### src/sv/ccb_pkg.sv
`default_nettype none

package ccb_pkg;

  localparam int DEF_SURFACE_WIDTH  = 320;
  localparam int DEF_SURFACE_HEIGHT = 200;

  localparam int CFG_DATA_W  = 10;
  localparam int CFG_INDEX_W = 3;

  typedef enum logic [CFG_INDEX_W-1:0] {
    CFG_SPRITE_WIDTH  = 3'd0,
    CFG_SPRITE_HEIGHT = 3'd1,
    CFG_FRAME_SELECT  = 3'd2,
    CFG_DRAW_X        = 3'd3,
    CFG_DRAW_Y        = 3'd4,
    CFG_KEY_COLOR     = 3'd5
  } cfg_index_t;

  localparam logic [8:0] SPRITE_WIDTH_RESET  = 9'd16;
  localparam logic [7:0] SPRITE_HEIGHT_RESET = 8'd16;

  typedef struct packed {
    logic [7:0] pixel_value;
    logic       sheet_start;
  } pixel_item_t;

  typedef struct packed {
    logic [15:0] write_address;
    logic [7:0]  write_value;
  } write_item_t;

  typedef struct packed {
    logic [8:0]        sprite_width;
    logic [7:0]        sprite_height;
    logic [7:0]        frame_select;
    logic signed [9:0] draw_x;
    logic signed [9:0] draw_y;
    logic [7:0]        key_color;
  } cfg_t;

  // sheet position of one pixel, held in the position register ahead of the output register
  typedef struct packed {
    logic [7:0] pixel;
    logic [8:0] col;
    logic [7:0] row;
    logic [7:0] frame;
  } pos_t;

  typedef struct packed {
    logic        hit;
    logic [15:0] address;
  } place_t;

endpackage

`default_nettype wire

### src/sv/ccb_place.sv
`default_nettype none

module ccb_place #(
  parameter int SURFACE_WIDTH  = ccb_pkg::DEF_SURFACE_WIDTH,
  parameter int SURFACE_HEIGHT = ccb_pkg::DEF_SURFACE_HEIGHT
) (
  input  ccb_pkg::cfg_t   cfg,
  input  ccb_pkg::pos_t   pos,
  output ccb_pkg::place_t place
);

  localparam int XW    = $clog2(SURFACE_WIDTH + 1);
  localparam int ProdW = (XW + 11 > 16) ? XW + 11 : 16;

  logic [11:0]      sx;
  logic [11:0]      sy;
  logic             x_in;
  logic             y_in;
  logic [ProdW-1:0] row_base;
  logic [ProdW-1:0] full_addr;

  assign sx = {{2{cfg.draw_x[9]}}, cfg.draw_x} + {3'b000, pos.col};
  assign sy = {{2{cfg.draw_y[9]}}, cfg.draw_y} + {4'b0000, pos.row};

  assign x_in = !sx[11] && (sx < 12'(SURFACE_WIDTH));
  assign y_in = !sy[11] && (sy < 12'(SURFACE_HEIGHT));

  // in range both coordinates are below 1024
  assign row_base  = ProdW'(sy[9:0]) * ProdW'(SURFACE_WIDTH);
  assign full_addr = row_base + ProdW'(sx[9:0]);

  assign place.hit = x_in && y_in && (pos.frame == cfg.frame_select)
                     && (pos.pixel != cfg.key_color);
  assign place.address = full_addr[15:0];

endmodule

`default_nettype wire

### src/sv/clipped_color_key_blit.sv
`default_nettype none

// channel   direction  handshake                 payload
// pixel     in         pixel_valid/pixel_stall   pixel_item (value, sheet start)
// write     out        write_valid/write_stall   write_item (address, value)
// cfg       in         cfg_write_enable          cfg_index, cfg_data
//
// One item per cycle sustained unless write_stall holds the output register.
// Sheet counters update as each item is accepted, placement and address
// multiply sit between the position register and the output register.
// rst (synchronous) clears counters, valids and cfg registers to their defaults.
// write_stall holds the output register; pixel_stall rises only while both
// stages are full.

module clipped_color_key_blit #(
  parameter int SURFACE_WIDTH  = ccb_pkg::DEF_SURFACE_WIDTH,
  parameter int SURFACE_HEIGHT = ccb_pkg::DEF_SURFACE_HEIGHT
) (
  input  logic                               clk,
  input  logic                               rst,
  input  logic                               pixel_valid,
  output logic                               pixel_stall,
  input  ccb_pkg::pixel_item_t               pixel_item,
  output logic                               write_valid,
  input  logic                               write_stall,
  output ccb_pkg::write_item_t               write_item,
  input  logic                               cfg_write_enable,
  input  logic [ccb_pkg::CFG_INDEX_W-1:0]    cfg_index,
  input  logic [ccb_pkg::CFG_DATA_W-1:0]     cfg_data
);

  ccb_pkg::cfg_t   cfg;
  ccb_pkg::pos_t   pos;
  ccb_pkg::pos_t   pos_next;
  ccb_pkg::place_t place;

  logic       pos_valid;
  logic       out_ready;
  logic       accept;
  logic [8:0] column_count;
  logic [7:0] row_count;
  logic [7:0] frame_count;
  logic [8:0] column_count_next;
  logic [7:0] row_count_next;
  logic [7:0] frame_count_next;
  logic [9:0] col_inc;
  logic [8:0] row_inc;

  assign out_ready   = !write_valid || !write_stall;
  assign pixel_stall = pos_valid && !out_ready;
  assign accept      = pixel_valid && !pixel_stall;

  always_ff @(posedge clk) begin
    if (rst) begin
      cfg.sprite_width  <= ccb_pkg::SPRITE_WIDTH_RESET;
      cfg.sprite_height <= ccb_pkg::SPRITE_HEIGHT_RESET;
      cfg.frame_select  <= '0;
      cfg.draw_x        <= '0;
      cfg.draw_y        <= '0;
      cfg.key_color     <= '0;
    end else if (cfg_write_enable) begin
      unique case (cfg_index)
        ccb_pkg::CFG_SPRITE_WIDTH:  cfg.sprite_width  <= cfg_data[8:0];
        ccb_pkg::CFG_SPRITE_HEIGHT: cfg.sprite_height <= cfg_data[7:0];
        ccb_pkg::CFG_FRAME_SELECT:  cfg.frame_select  <= cfg_data[7:0];
        ccb_pkg::CFG_DRAW_X:        cfg.draw_x        <= cfg_data[9:0];
        ccb_pkg::CFG_DRAW_Y:        cfg.draw_y        <= cfg_data[9:0];
        ccb_pkg::CFG_KEY_COLOR:     cfg.key_color     <= cfg_data[7:0];
        default: ;
      endcase
    end
  end

  always_comb begin
    pos_next.pixel = pixel_item.pixel_value;
    pos_next.col   = pixel_item.sheet_start ? '0 : column_count;
    pos_next.row   = pixel_item.sheet_start ? '0 : row_count;
    pos_next.frame = pixel_item.sheet_start ? '0 : frame_count;

    col_inc = {1'b0, pos_next.col} + 10'd1;
    row_inc = {1'b0, pos_next.row} + 9'd1;

    column_count_next = col_inc[8:0];
    row_count_next    = pos_next.row;
    frame_count_next  = pos_next.frame;
    if (col_inc >= {1'b0, cfg.sprite_width}) begin
      column_count_next = '0;
      if (row_inc >= {1'b0, cfg.sprite_height}) begin
        row_count_next   = '0;
        frame_count_next = pos_next.frame + 8'd1;
      end else begin
        row_count_next = row_inc[7:0];
      end
    end
  end

  always_ff @(posedge clk) begin
    if (rst) begin
      column_count <= '0;
      row_count    <= '0;
      frame_count  <= '0;
    end else if (accept) begin
      column_count <= column_count_next;
      row_count    <= row_count_next;
      frame_count  <= frame_count_next;
    end
  end

  always_ff @(posedge clk) begin
    if (rst) begin
      pos_valid <= 1'b0;
    end else if (out_ready) begin
      pos_valid <= accept;
    end else if (accept) begin
      pos_valid <= 1'b1;
    end
  end

  always_ff @(posedge clk) begin
    if (accept) begin
      pos <= pos_next;
    end
  end

  ccb_place #(
    .SURFACE_WIDTH (SURFACE_WIDTH),
    .SURFACE_HEIGHT(SURFACE_HEIGHT)
  ) u_place (
    .cfg  (cfg),
    .pos  (pos),
    .place(place)
  );

  always_ff @(posedge clk) begin
    if (rst) begin
      write_valid <= 1'b0;
    end else if (out_ready) begin
      write_valid <= pos_valid && place.hit;
    end
  end

  always_ff @(posedge clk) begin
    if (out_ready) begin
      write_item.write_address <= place.address;
      write_item.write_value   <= pos.pixel;
    end
  end

endmodule

`default_nettype wire

### config.mk
export PLATFORM = sky130hd
export DESIGN_NAME = clipped_color_key_blit
export DESIGN_NICKNAME = d
export VERILOG_FILES = /design/src/sv/ccb_pkg.sv /design/src/sv/ccb_place.sv /design/src/sv/clipped_color_key_blit.sv
export SDC_FILE = /design/constraint.sdc
export NUM_CORES = 1
export LEC_CHECK = 0
export ABC_CLOCK_PERIOD_IN_PS = 4800
export BUFFER_PORTS_ARGS = -buffer_cell sky130_fd_sc_hd__buf_2
export CAP_MARGIN = 20
export CORE_UTILIZATION = 40
export CTS_BUF_LIST = sky130_fd_sc_hd__clkbuf_4
export CTS_CLUSTER_SIZE = 28
export DETAILED_ROUTE_END_ITERATION = 10
export HOLD_SLACK_MARGIN = 0.05
export PLACE_DENSITY_LB_ADDON = 0.2
export SLEW_MARGIN = 20
export SYNTH_ARGS = -nofsm -noshare
export SYNTH_HDL_FRONTEND = slang
export SYNTH_HIERARCHICAL = 1
export SYNTH_SLANG_ARGS = --single-unit
### constraint.sdc
create_clock -name clk -period 4.8 [get_ports clk]
set_clock_uncertainty 0.2 [all_clocks]
set_input_delay 0.96 -clock clk [delete_from_list [all_inputs] [get_ports clk]]
set_output_delay 0.96 -clock clk [all_outputs]
set_load 0.005 [all_outputs]
==> flow_summary.ini, run 1 <==
[final_layout]
fillers = 1739
postLayoutCoreUtil = 0.461
regArea_um2 = 3310
multi_input_area_um2 = 3640
syn_to_final_growth_pct = 11.3
antenna_cells = 0
final_layout_size_suffix_gt1_frac = 0.135
fin_nets = 906

[routing]
vias = 5354
ant_nets = 0
viasPerCell = 5.04
wl_per_cell_um = 15.5
drt_iter0_drc = 260
remaining_drc_errors = 0
routed_wl_mm = 16.5
first_pass_iters = 4

[timing]
slew_headroom = 0.529
final-max-slew-violation-count = 0
setup_viol = 0
period_minus_slack_ns = 3.98
fmax_mhz = 251
period_share = 0.830
rsz0062_at_grt = false
worstMarginPinSlew_ns = 0.707
setup_tns_ns = 0
hold_viol_final = 0

[die]
ioPinCount = 53
die_h_um = 137
die_x_um = 137
num_rows = 48
core_um2 = 17500
initial_core_util = 0.415
dieArea_um2 = 18700

[setup_path]
crit_path_frequent_cell = ha_1
end_kind = register
cp_slowest_cell = edfxtp_1
path_cells = ha_1 > a21o_1 > a21oi_1 > xor2_1 > inv_1 > ha_1 > ha_1 > inv_1 > fa_1 > nor2b_1 > o21ai_0 > a21boi_0 > o21ai_0 > nand2b_1 > xnor2_1 > xnor3_1
cp_top_family = adder cells
worstPathRequired_ns = 4.90
crit_fanout = 3
critPathMaxStageDelay_ns = 0.43
cp_data_arrival_time_ns = 4.08
crit_buf_inv = 2
crit_type = register to register
cp-start-kind = register

[logic_synthesis]
synth-edff-count = 57
synth-main-ff-cell = dfxtp_1
ys_seq_area_frac = 0.456
synth_warnings = 6
synthCells = 773
netlist_area_um2 = 7270
yosysTopAreaCellShare = 0.235
syn_avg_cell_area_um2 = 9.40
synth_common_cells = 147 x nand2_1, 83 x a21oi_1, 80 x dfxtp_1, 57 x edfxtp_1, 51 x inv_1
synth.most_common_cell = nand2_1
synth_cell_types = 68
ys_ff_latch = 137
async_flop_share = 0
postSynthNetCount = 854
synthTopCellsByArea = edfxtp_1 24%, dfxtp_1 22%, ha_1 8.6%, nand2_1 7.6%, a21oi_1 5.7%
synth_largest_area_cell = edfxtp_1

[cts]
cts_hold_buf = 0
cts.path.max_buffers = 2
clkSinkCount = 137
path_clk_slew_ns = 0.11
cts_inserted_buffers = 17
cts_tree = built
cts_setup_buffers = 0
h-tree-depth = 4
cts-root-buf = clkbuf_4
insertion_delay_ns = 0.55
postCtsResizedCells = 0

[placed_design]
dp_hpwl_mm = 12.1
gp_congestion = 0.791
io_buffers = 52

[pwr]
p_int_mw = 1.86
p_switching_mw = 0.614
p_per_area_nw_per_um2 = 306
power_frac_comb = 0.112
clkPwrFrac = 0.365
vdd_drop_max_mv = 0.174
seq_power_share = 0.523
switching_share = 0.248
leakagePower_nw = 3.33

[run_status]
status = complete, no violations

[hold_path]
hold_path.class = register to register

[grt]
grt_pass1_vias = 5273
grt_usage = 0.189
grt_pass1_wl_mm = 26.8
grt_overflow = 0
antenna_found_initial = 0
grt_max_degree = 41

[flow_run]
drv_cap = 0
power by group through the flow:
stage / logic, mW / clock network, mW / registers [mW]
after detailed placement: 0.279 / 0 / 1.32
after global routing: 0.316 / 0.984 / 1.30
after global placement: 0.277 / 0 / 1.32
final: 0.278 / 0.904 / 1.29
after CTS: 0.281 / 0.932 / 1.30
after floorplan: 0.179 / 0 / 1.32
registers in the layout, indices dropped and copies added, names as in the netlist:
signal        cells
row_count         8
pos_valid         1
write_valid       1
write_item       24
cfg              53
frame_count       8
pos              33
column_count      9
per-stage QoR:
step / cells / hold WS [ns] / setup slack (ns) / area (µm²) / power [mW]
final: 1063 / 0.261 / 0.818 / 8090 / 2.48
after detailed placement: 1031 / 0.248 / 0.542 / 7740 / 1.60
after CTS: 1063 / 0.263 / 0.802 / 8090 / 2.51
after global routing: 1063 / 0.285 / 0.518 / 8090 / 2.60
after floorplan: 773 / 0.232 / 0.652 / 7270 / 1.50
after global placement: 1031 / 0.245 / 0.594 / 7740 / 1.60
kinds of logic after synthesis:
logic type                 share of synthesized area
buffers and inverters                         0.0444
xor gates and xnor gates                      0.0752
AOI/OAI and AO/OA                              0.134
muxes                                        0.00740
DFF                                            0.456
and+or+nand+nor                                0.186
adders and majority gates                     0.0971
worst paths after layout:
kind	cells past startpoint	to	slack, ns	start
max	16	write_item[23]$_DFFE_PP_	0.82	pos[9]$_DFFE_PP_
min reg2reg	2	row_count[6]$_SDFFE_PP0P_	0.26	row_count[6]$_SDFFE_PP0P_
max reg2reg	16	write_item[23]$_DFFE_PP_	0.82	pos[9]$_DFFE_PP_
min	2	row_count[6]$_SDFFE_PP0P_	0.26	row_count[6]$_SDFFE_PP0P_
worst register-to-register path: cells and delay by family, from the launching register on:
family,cells,cell delay (ns)
DFF,1,0.43
buffers and inverters,2,0.17
and+or+nand+nor,2,0.21
AOI/OAI and AO/OA,5,0.84
adders and majority gates,4,1.15
xor gates and xnor gates,3,0.76
routing by layer:
metal,vias up,GRT usage,part of all wire
met1,2475,0.245,0.47
met3,15,0.0444,0.041
met4,0,0.0543,0.013
li1,2775,-,-
met2,89,0.314,0.47
met5,-,0,0
layout make-up:
cell class	count	area share
Clock buffer	19	0.0176
Clock inverter	13	0.0249
Inverter	52	0.0241
Multi-Input combinational cell	557	0.449
Sequential cell	137	0.410
Tap cell	225	0.0348
Timing Repair Buffer	60	0.0396
layout by cell type (no fill, tap or decap), types with 3 or more instances in the layout:
| master | Yosys | layout |
|---|---|---|
| ha_1 | 50 | 50 |
| clkbuf_4 | 0 | 19 |
| nand4_1 | 13 | 13 |
| nand2b_1 | 6 | 6 |
| a21boi_0 | 3 | 3 |
| and2_1 | 3 | 3 |
| o21ai_0 | 13 | 13 |
| nor2_1 | 30 | 30 |
| nor4_1 | 5 | 5 |
| edfxtp_1 | 57 | 57 |
| buf_2 | 0 | 52 |
| and3_1 | 10 | 10 |
| o21a_1 | 3 | 3 |
| nand2_1 | 147 | 146 |
| a31oi_1 | 4 | 4 |
| o211ai_1 | 5 | 5 |
| o21ai_1 | 4 | 4 |
| clkinv_4 | 0 | 3 |
| inv_1 | 51 | 51 |
| xor2_1 | 25 | 25 |
| bufinv_16 | 0 | 5 |
| o21bai_1 | 3 | 3 |
| nand3_1 | 22 | 22 |
| a21o_1 | 10 | 10 |
| dfxtp_1 | 80 | 80 |
| buf_4 | 1 | 8 |
| o31ai_1 | 3 | 3 |
| nor3_1 | 4 | 4 |
| fa_1 | 4 | 4 |
| xnor2_1 | 33 | 33 |
| a21oi_1 | 83 | 83 |
| nor2b_1 | 27 | 27 |
| mux2_2 | 3 | 3 |
(Power assumes the default switching activity.)
==> inputs of run 2 (changes only) <==
--- a/config.mk
+++ b/config.mk
@@ -5,7 +5,7 @@
 export SDC_FILE = /design/constraint.sdc
 export NUM_CORES = 1
 export LEC_CHECK = 0
-export ABC_CLOCK_PERIOD_IN_PS = 4800
+export ABC_CLOCK_PERIOD_IN_PS = 3550
 export BUFFER_PORTS_ARGS = -buffer_cell sky130_fd_sc_hd__buf_2
 export CAP_MARGIN = 20
 export CORE_UTILIZATION = 40
==> constraint.sdc (replaced) <==
create_clock -name clk -period 3.55 [get_ports clk]
set_clock_uncertainty 0.2 [all_clocks]
set_input_delay 0.71 -clock clk [delete_from_list [all_inputs] [get_ports clk]]
set_output_delay 0.71 -clock clk [all_outputs]
set_load 0.005 [all_outputs]
==> run 2 against run 1 <==
The run now ends with negative setup slack left. Worst hold slack worse by 0.12 ns. Sequential cell count unchanged. Clock-buffer cell count down 2. Largest power group unchanged. First-iteration DRC count is 20% higher. Fmax rose by 8.6%. Critical path depth increased by 1. Design area grew 7.9%. Register-to-register slack worse by 0.94 ns. Total power up 31%. Core utilization increased by 3.7 points. Wire length is 8.8% higher. Sequential power up 36%.
==> flow_summary.ini, run 2 (synthesis gave the netlist of run 1 again) <==
[pwr]
power_frac_comb = 0.147
leakagePower_nw = 3.65
clkPwrFrac = 0.315
p_per_area_nw_per_um2 = 373
switching_share = 0.273
seq_power_share = 0.538
p_switching_mw = 0.890
p_int_mw = 2.37
vdd_drop_max_mv = 0.176

[timing]
hold_viol_final = 0
setup_viol = 3
period_minus_slack_ns = 3.67
layout_setup_ws_ns = -0.118
worstMarginPinSlew_ns = 0.804
final-max-slew-violation-count = 0
fmax_mhz = 273
slew_headroom = 0.464
period_share = 1.03
rsz0062_at_grt = true

[setup_path]
cp_data_arrival_time_ns = 3.75
crit_type = register to register
crit_buf_inv = 3
crit_path_frequent_cell = ha_2
timing.rr.end = write_item[23]$_DFFE_PP_
cp-startpoint = pos[8]$_DFFE_PP_
worstPathRequired_ns = 3.64
cp.depth = 17
ff2ff_path_depth = 17
path_cells = ha_2 > buf_6 > a21o_1 > a21oi_2 > xor2_1 > inv_1 > ha_1 > ha_2 > inv_2 > fa_2 > nor2b_2 > o21ai_2 > a21boi_2 > o21ai_1 > nand2b_1 > xnor2_1 > xnor3_1
critPathMaxStageDelay_ns = 0.40
endpoint = write_item[23]$_DFFE_PP_
cp_top_family = adder cells
crit_fanout = 3
cp_slowest_cell = xnor3_1
regToRegSetupSlack_ns = -0.12
reg2reg_from = pos[8]$_DFFE_PP_
end_kind = register
cp-start-kind = register

[die]
core_um2 = 17500
dieArea_um2 = 18700
die_h_um = 137
ioPinCount = 53
die_x_um = 137
initial_core_util = 0.415
num_rows = 48

[cts]
cts_inserted_buffers = 17
cts_tree = built
cts_hold_buf = 0
h-tree-depth = 4
insertion_delay_ns = 0.53
cts-root-buf = clkbuf_4
clkSinkCount = 137
cts.path.max_buffers = 2
path_clk_slew_ns = 0.13

[routing]
drt_iter0_drc = 312
ant_nets = 0
viasPerCell = 5.18
routed_wl_mm = 17.9
remaining_drc_errors = 0
vias = 5871
first_pass_iters = 5
wl_per_cell_um = 15.8

[final_layout]
biggestRegsByFlops = cfg (53), pos (33), write_item (24)
syn_to_final_growth_pct = 20.1
final_common_cell = nand2_1
layoutNonFillerInstCount = 1134
layout_common_cells = 147 x nand2_1, 80 x a21oi_1, 79 x dfxtp_1, 76 x buf_4, 57 x edfxtp_1
largest_register = cfg
fin_nets = 976
largest_register_ffs = 53
final_layout_size_suffix_gt1_frac = 0.236

[run_status]
status = finished with violations
violations = negative setup slack

[grt]
grt_usage = 0.200
antenna_found_initial = 1
grt_pass1_wl_mm = 28.5
grt_pass1_vias = 5771
grt_max_degree = 73
grt_overflow = 0

[hold_path]
hp-start = pixel_item[2]
hold_path.class = primary input to register

[placed_design]
place_inst = 1084
post-place-ws_ns = -0.208
gp_congestion = 0.843
io_buffers = 52
dp_hpwl_mm = 13.0

[flow_run]
drv_cap = 0
[run 2: changes by cell type in the layout (fill, tap and decap cells not counted), sizes merged]
| cell | change |
|---|---|
| inv | +2 |
| buf | +70 |
| clkbuf | -2 |
| bufinv | -3 |
| diode | +1 |
| clkinvlp | +3 |
[run 2: layout make-up]
type / instances / area (µm²)
fill: 1673 / 8810
multi-input combinational: 557 / 3800
sequential: 137 / 3310
timing repair buffer: 130 / 862
tap: 225 / 282
inverter: 52 / 195
clock inverter: 15 / 151
clock buffer: 17 / 128
antenna: 1 / 2.50
[run 2: through the flow]
step           hold slack (ns)  area, µm²  utilization  TNS [ns]  total power, mW
3_5_place_dp             0.251       8200        0.468     -3.57             2.22
6_report                 0.144       8730        0.498    -0.211             3.26
3_3_place_gp             0.246       8200        0.468     -1.24             2.21
2_1_floorplan            0.232       7340            -     -1.32             2.04
5_1_grt                 0.0865       8730        0.498    -0.705             3.42
4_1_cts                 0.0967       8580        0.489   -0.0883             3.26
[run 2: how the worst min path moves through the flow]
stage,to,depth (start not counted)
2_1_floorplan,row_count[6]$_SDFFE_PP0P_,2
3_3_place_gp,cfg[51]$_SDFFE_PP0P_,2
3_5_place_dp,cfg[50]$_SDFFE_PP0P_,2
4_1_cts,pos[26]$_DFFE_PP_,1
5_1_grt,pos[27]$_DFFE_PP_,1
6_report,pos[26]$_DFFE_PP_,1
[run 2: power groups by stage]
stage	logic (mW)	clock network (mW)	registers, mW
finish	0.480	1.02	1.75
global route	0.532	1.13	1.76
CTS	0.453	1.05	1.75
detailed placement	0.435	0	1.79
global placement	0.424	0	1.79
floorplan	0.249	0	1.79
[run 2: layer usage]
layer,part of all wire,up-vias,global-route usage
met5,0,-,0
met4,0.016,0,0.0531
met1,0.44,2810,0.245
met2,0.51,119,0.350
li1,-,2920,-
met3,0.043,22,0.0463
[run 2: what timing repair did]
action,4_1_cts,5_1_grt
setup buffers,8,11
resized for setup,14,16
pin swaps,12,22
setup endpoints to repair,2,5
==> inputs of run 3 (changes only) <==
--- a/config.mk
+++ b/config.mk
@@ -13,6 +13,7 @@
 export CTS_CLUSTER_SIZE = 28
 export DETAILED_ROUTE_END_ITERATION = 10
 export HOLD_SLACK_MARGIN = 0.05
+export MAX_ROUTING_LAYER = met4
 export PLACE_DENSITY_LB_ADDON = 0.2
 export SLEW_MARGIN = 20
 export SYNTH_ARGS = -nofsm -noshare
==> run 3 against run 2 <==
The run still ends with negative setup slack left. Core utilization stayed put. Total power hardly changed. Worst setup slack got worse by 0.0043 ns. Final cell count did not move. Non-clock buffer count unchanged. Combinational power about the same. Global-route usage grew 0.57 points. Critical path depth stayed put. Critical path type unchanged. Largest cell class unchanged. Highest routed layer unchanged.
==> flow_summary.ini, run 3 (synthesis gave the netlist of run 1 again) <==
[setup_path]
critPathMaxStageDelay_ns = 0.40
cp_top_family = adder cells
end_kind = register
crit_fanout = 3
crit_path_frequent_cell = ha_2
cp_slowest_cell = xnor3_1
crit_buf_inv = 3
reg2reg_from = pos[8]$_DFFE_PP_
path_cells = ha_2 > buf_6 > a21o_1 > a21oi_2 > xor2_1 > inv_1 > ha_1 > ha_2 > inv_2 > fa_2 > nor2b_2 > o21ai_2 > a21boi_2 > o21ai_1 > nand2b_1 > xnor2_1 > xnor3_1
timing.rr.end = write_item[23]$_DFFE_PP_
worstPathRequired_ns = 3.63
cp-start-kind = register
regToRegSetupSlack_ns = -0.12
cp.depth = 17
ff2ff_path_depth = 17
crit_type = register to register
cp_data_arrival_time_ns = 3.75

[timing]
period_share = 1.03
layout_setup_ws_ns = -0.122
period_minus_slack_ns = 3.67
rsz0062_at_grt = true
final-max-slew-violation-count = 0
hold_viol_final = 0
slew_headroom = 0.453
fmax_mhz = 272
worstMarginPinSlew_ns = 0.820
setup_tns_ns = -0.220
setup_viol = 3

[hold_path]
hp-start = pixel_item[2]
min_path_cells = 1
hold_path.class = primary input to register
worstHoldEndpoint = pos[26]$_DFFE_PP_

[grt]
grt_pass1_vias = 5783
antenna_found_initial = 1
grt_usage = 0.205
grt_overflow = 0
grt_max_degree = 73
grt_pass1_wl_mm = 28.5

[routing]
vias = 5860
ant_nets = 0
viasPerCell = 5.17
first_pass_iters = 5
drt_iter0_drc = 245
wl_per_cell_um = 15.8
routed_wl_mm = 17.9
remaining_drc_errors = 0

[final_layout]
fillers = 1673
layoutNonFillerInstCount = 1134
largest_register = cfg
largest_register_ffs = 53
regArea_um2 = 3310
fin_nets = 976
multi_input_area_um2 = 3800
final_layout_size_suffix_gt1_frac = 0.236
final_common_cell = nand2_1
biggestRegsByFlops = cfg (53), pos (33), write_item (24)
layout_common_cells = 147 x nand2_1, 80 x a21oi_1, 79 x dfxtp_1, 76 x buf_4, 57 x edfxtp_1
syn_to_final_growth_pct = 20.1

[pwr]
leakagePower_nw = 3.65
p_per_area_nw_per_um2 = 373
vdd_drop_max_mv = 0.175
report.power.total_mw = 3.25

[placed_design]
place_inst = 1084
gp_congestion = 0.856
dp_hpwl_mm = 13.0
io_buffers = 52

[cts]
path_clk_slew_ns = 0.13
clkSinkCount = 137
insertion_delay_ns = 0.53
h-tree-depth = 4
cts_tree = built
cts_inserted_buffers = 17
cts-root-buf = clkbuf_4
cts.path.max_buffers = 2

[die]
initial_core_util = 0.415
core_um2 = 17500
num_rows = 48
dieArea_um2 = 18700
die_x_um = 137
ioPinCount = 53
die_h_um = 137

[run_status]
status = finished with violations
violations = negative setup slack

[flow_run]
drv_cap = 0
[run 3: cell counts in the layout (fill, tap and decap cells not counted)]
Identical to the previous run, type by type.
[run 3: report_power, final]
group / switching, mW / internal, mW
logic: 0.253 / 0.228
clock network: 0.606 / 0.416
registers: 0.0301 / 1.72
[run 3: repair_timing]
action	4_1_cts	5_1_grt
buffers inserted	8	11
pin swaps	12	22
setup endpoints to repair	2	5
gates resized for setup	14	16
hold buffers	0	0
[run 3: area by class of cell]
cell class,instances,area share
repair buffers,130,0.0987
flip-flops and latches,137,0.380
clock inverters,15,0.0173
inverters,52,0.0224
multi-input cells,557,0.435
clock buffers,17,0.0146
well taps,225,0.0322
diodes,1,0.000287
[run 3: worst register-to-register path: stages, from the launching register on]
cell      delay (ns)
edfxtp_1        0.39
ha_2            0.22
buf_6           0.12
a21o_1          0.16
a21oi_2         0.14
xor2_1          0.19
inv_1           0.09
ha_1            0.28
ha_2            0.17
inv_2           0.04
fa_2            0.35
nor2b_2         0.16
o21ai_2         0.08
a21boi_2        0.15
o21ai_1         0.09
nand2b_1        0.08
xnor2_1         0.13
xnor3_1         0.40
[run 3: how the worst max path moves through the flow]
stage	start	end	slack [ns]
floorplan	pixel_item[0]	row_count[1]$_SDFFE_PP0P_	-0.12
global placement	pixel_item[0]	frame_count[2]$_SDFFE_PP0P_	-0.1
detailed placement	pixel_item[0]	frame_count[6]$_SDFFE_PP0P_	-0.21
CTS	pos[9]$_DFFE_PP_	write_item[23]$_DFFE_PP_	-0.09
global route	pos[8]$_DFFE_PP_	write_item[23]$_DFFE_PP_	-0.28
finish	pos[8]$_DFFE_PP_	write_item[23]$_DFFE_PP_	-0.12
[run 3: metal layers]
| layer | wire length [µm] | vias to the layer above | global-route usage |
|---|---|---|---|
| met5 | 0 | - | - |
| met4 | 277 | 0 | 0.0531 |
| met3 | 739 | 21 | 0.0463 |
| met2 | 9090 | 119 | 0.349 |
| met1 | 7780 | 2799 | 0.245 |
| li1 | - | 2921 | - |
[run 3: metrics by stage]
| stage | hold WS, ns | area (µm²) | utilization | setup slack (ns) |
|---|---|---|---|---|
| after detailed placement | 0.251 | 8200 | 0.468 | -0.208 |
| after global placement | 0.246 | 8200 | 0.468 | -0.0983 |
| final | 0.144 | 8730 | 0.498 | -0.122 |
| after global routing | 0.0865 | 8730 | 0.498 | -0.284 |
| after floorplan | 0.232 | 7340 | - | -0.123 |
| after CTS | 0.0967 | 8580 | 0.489 | -0.0883 |
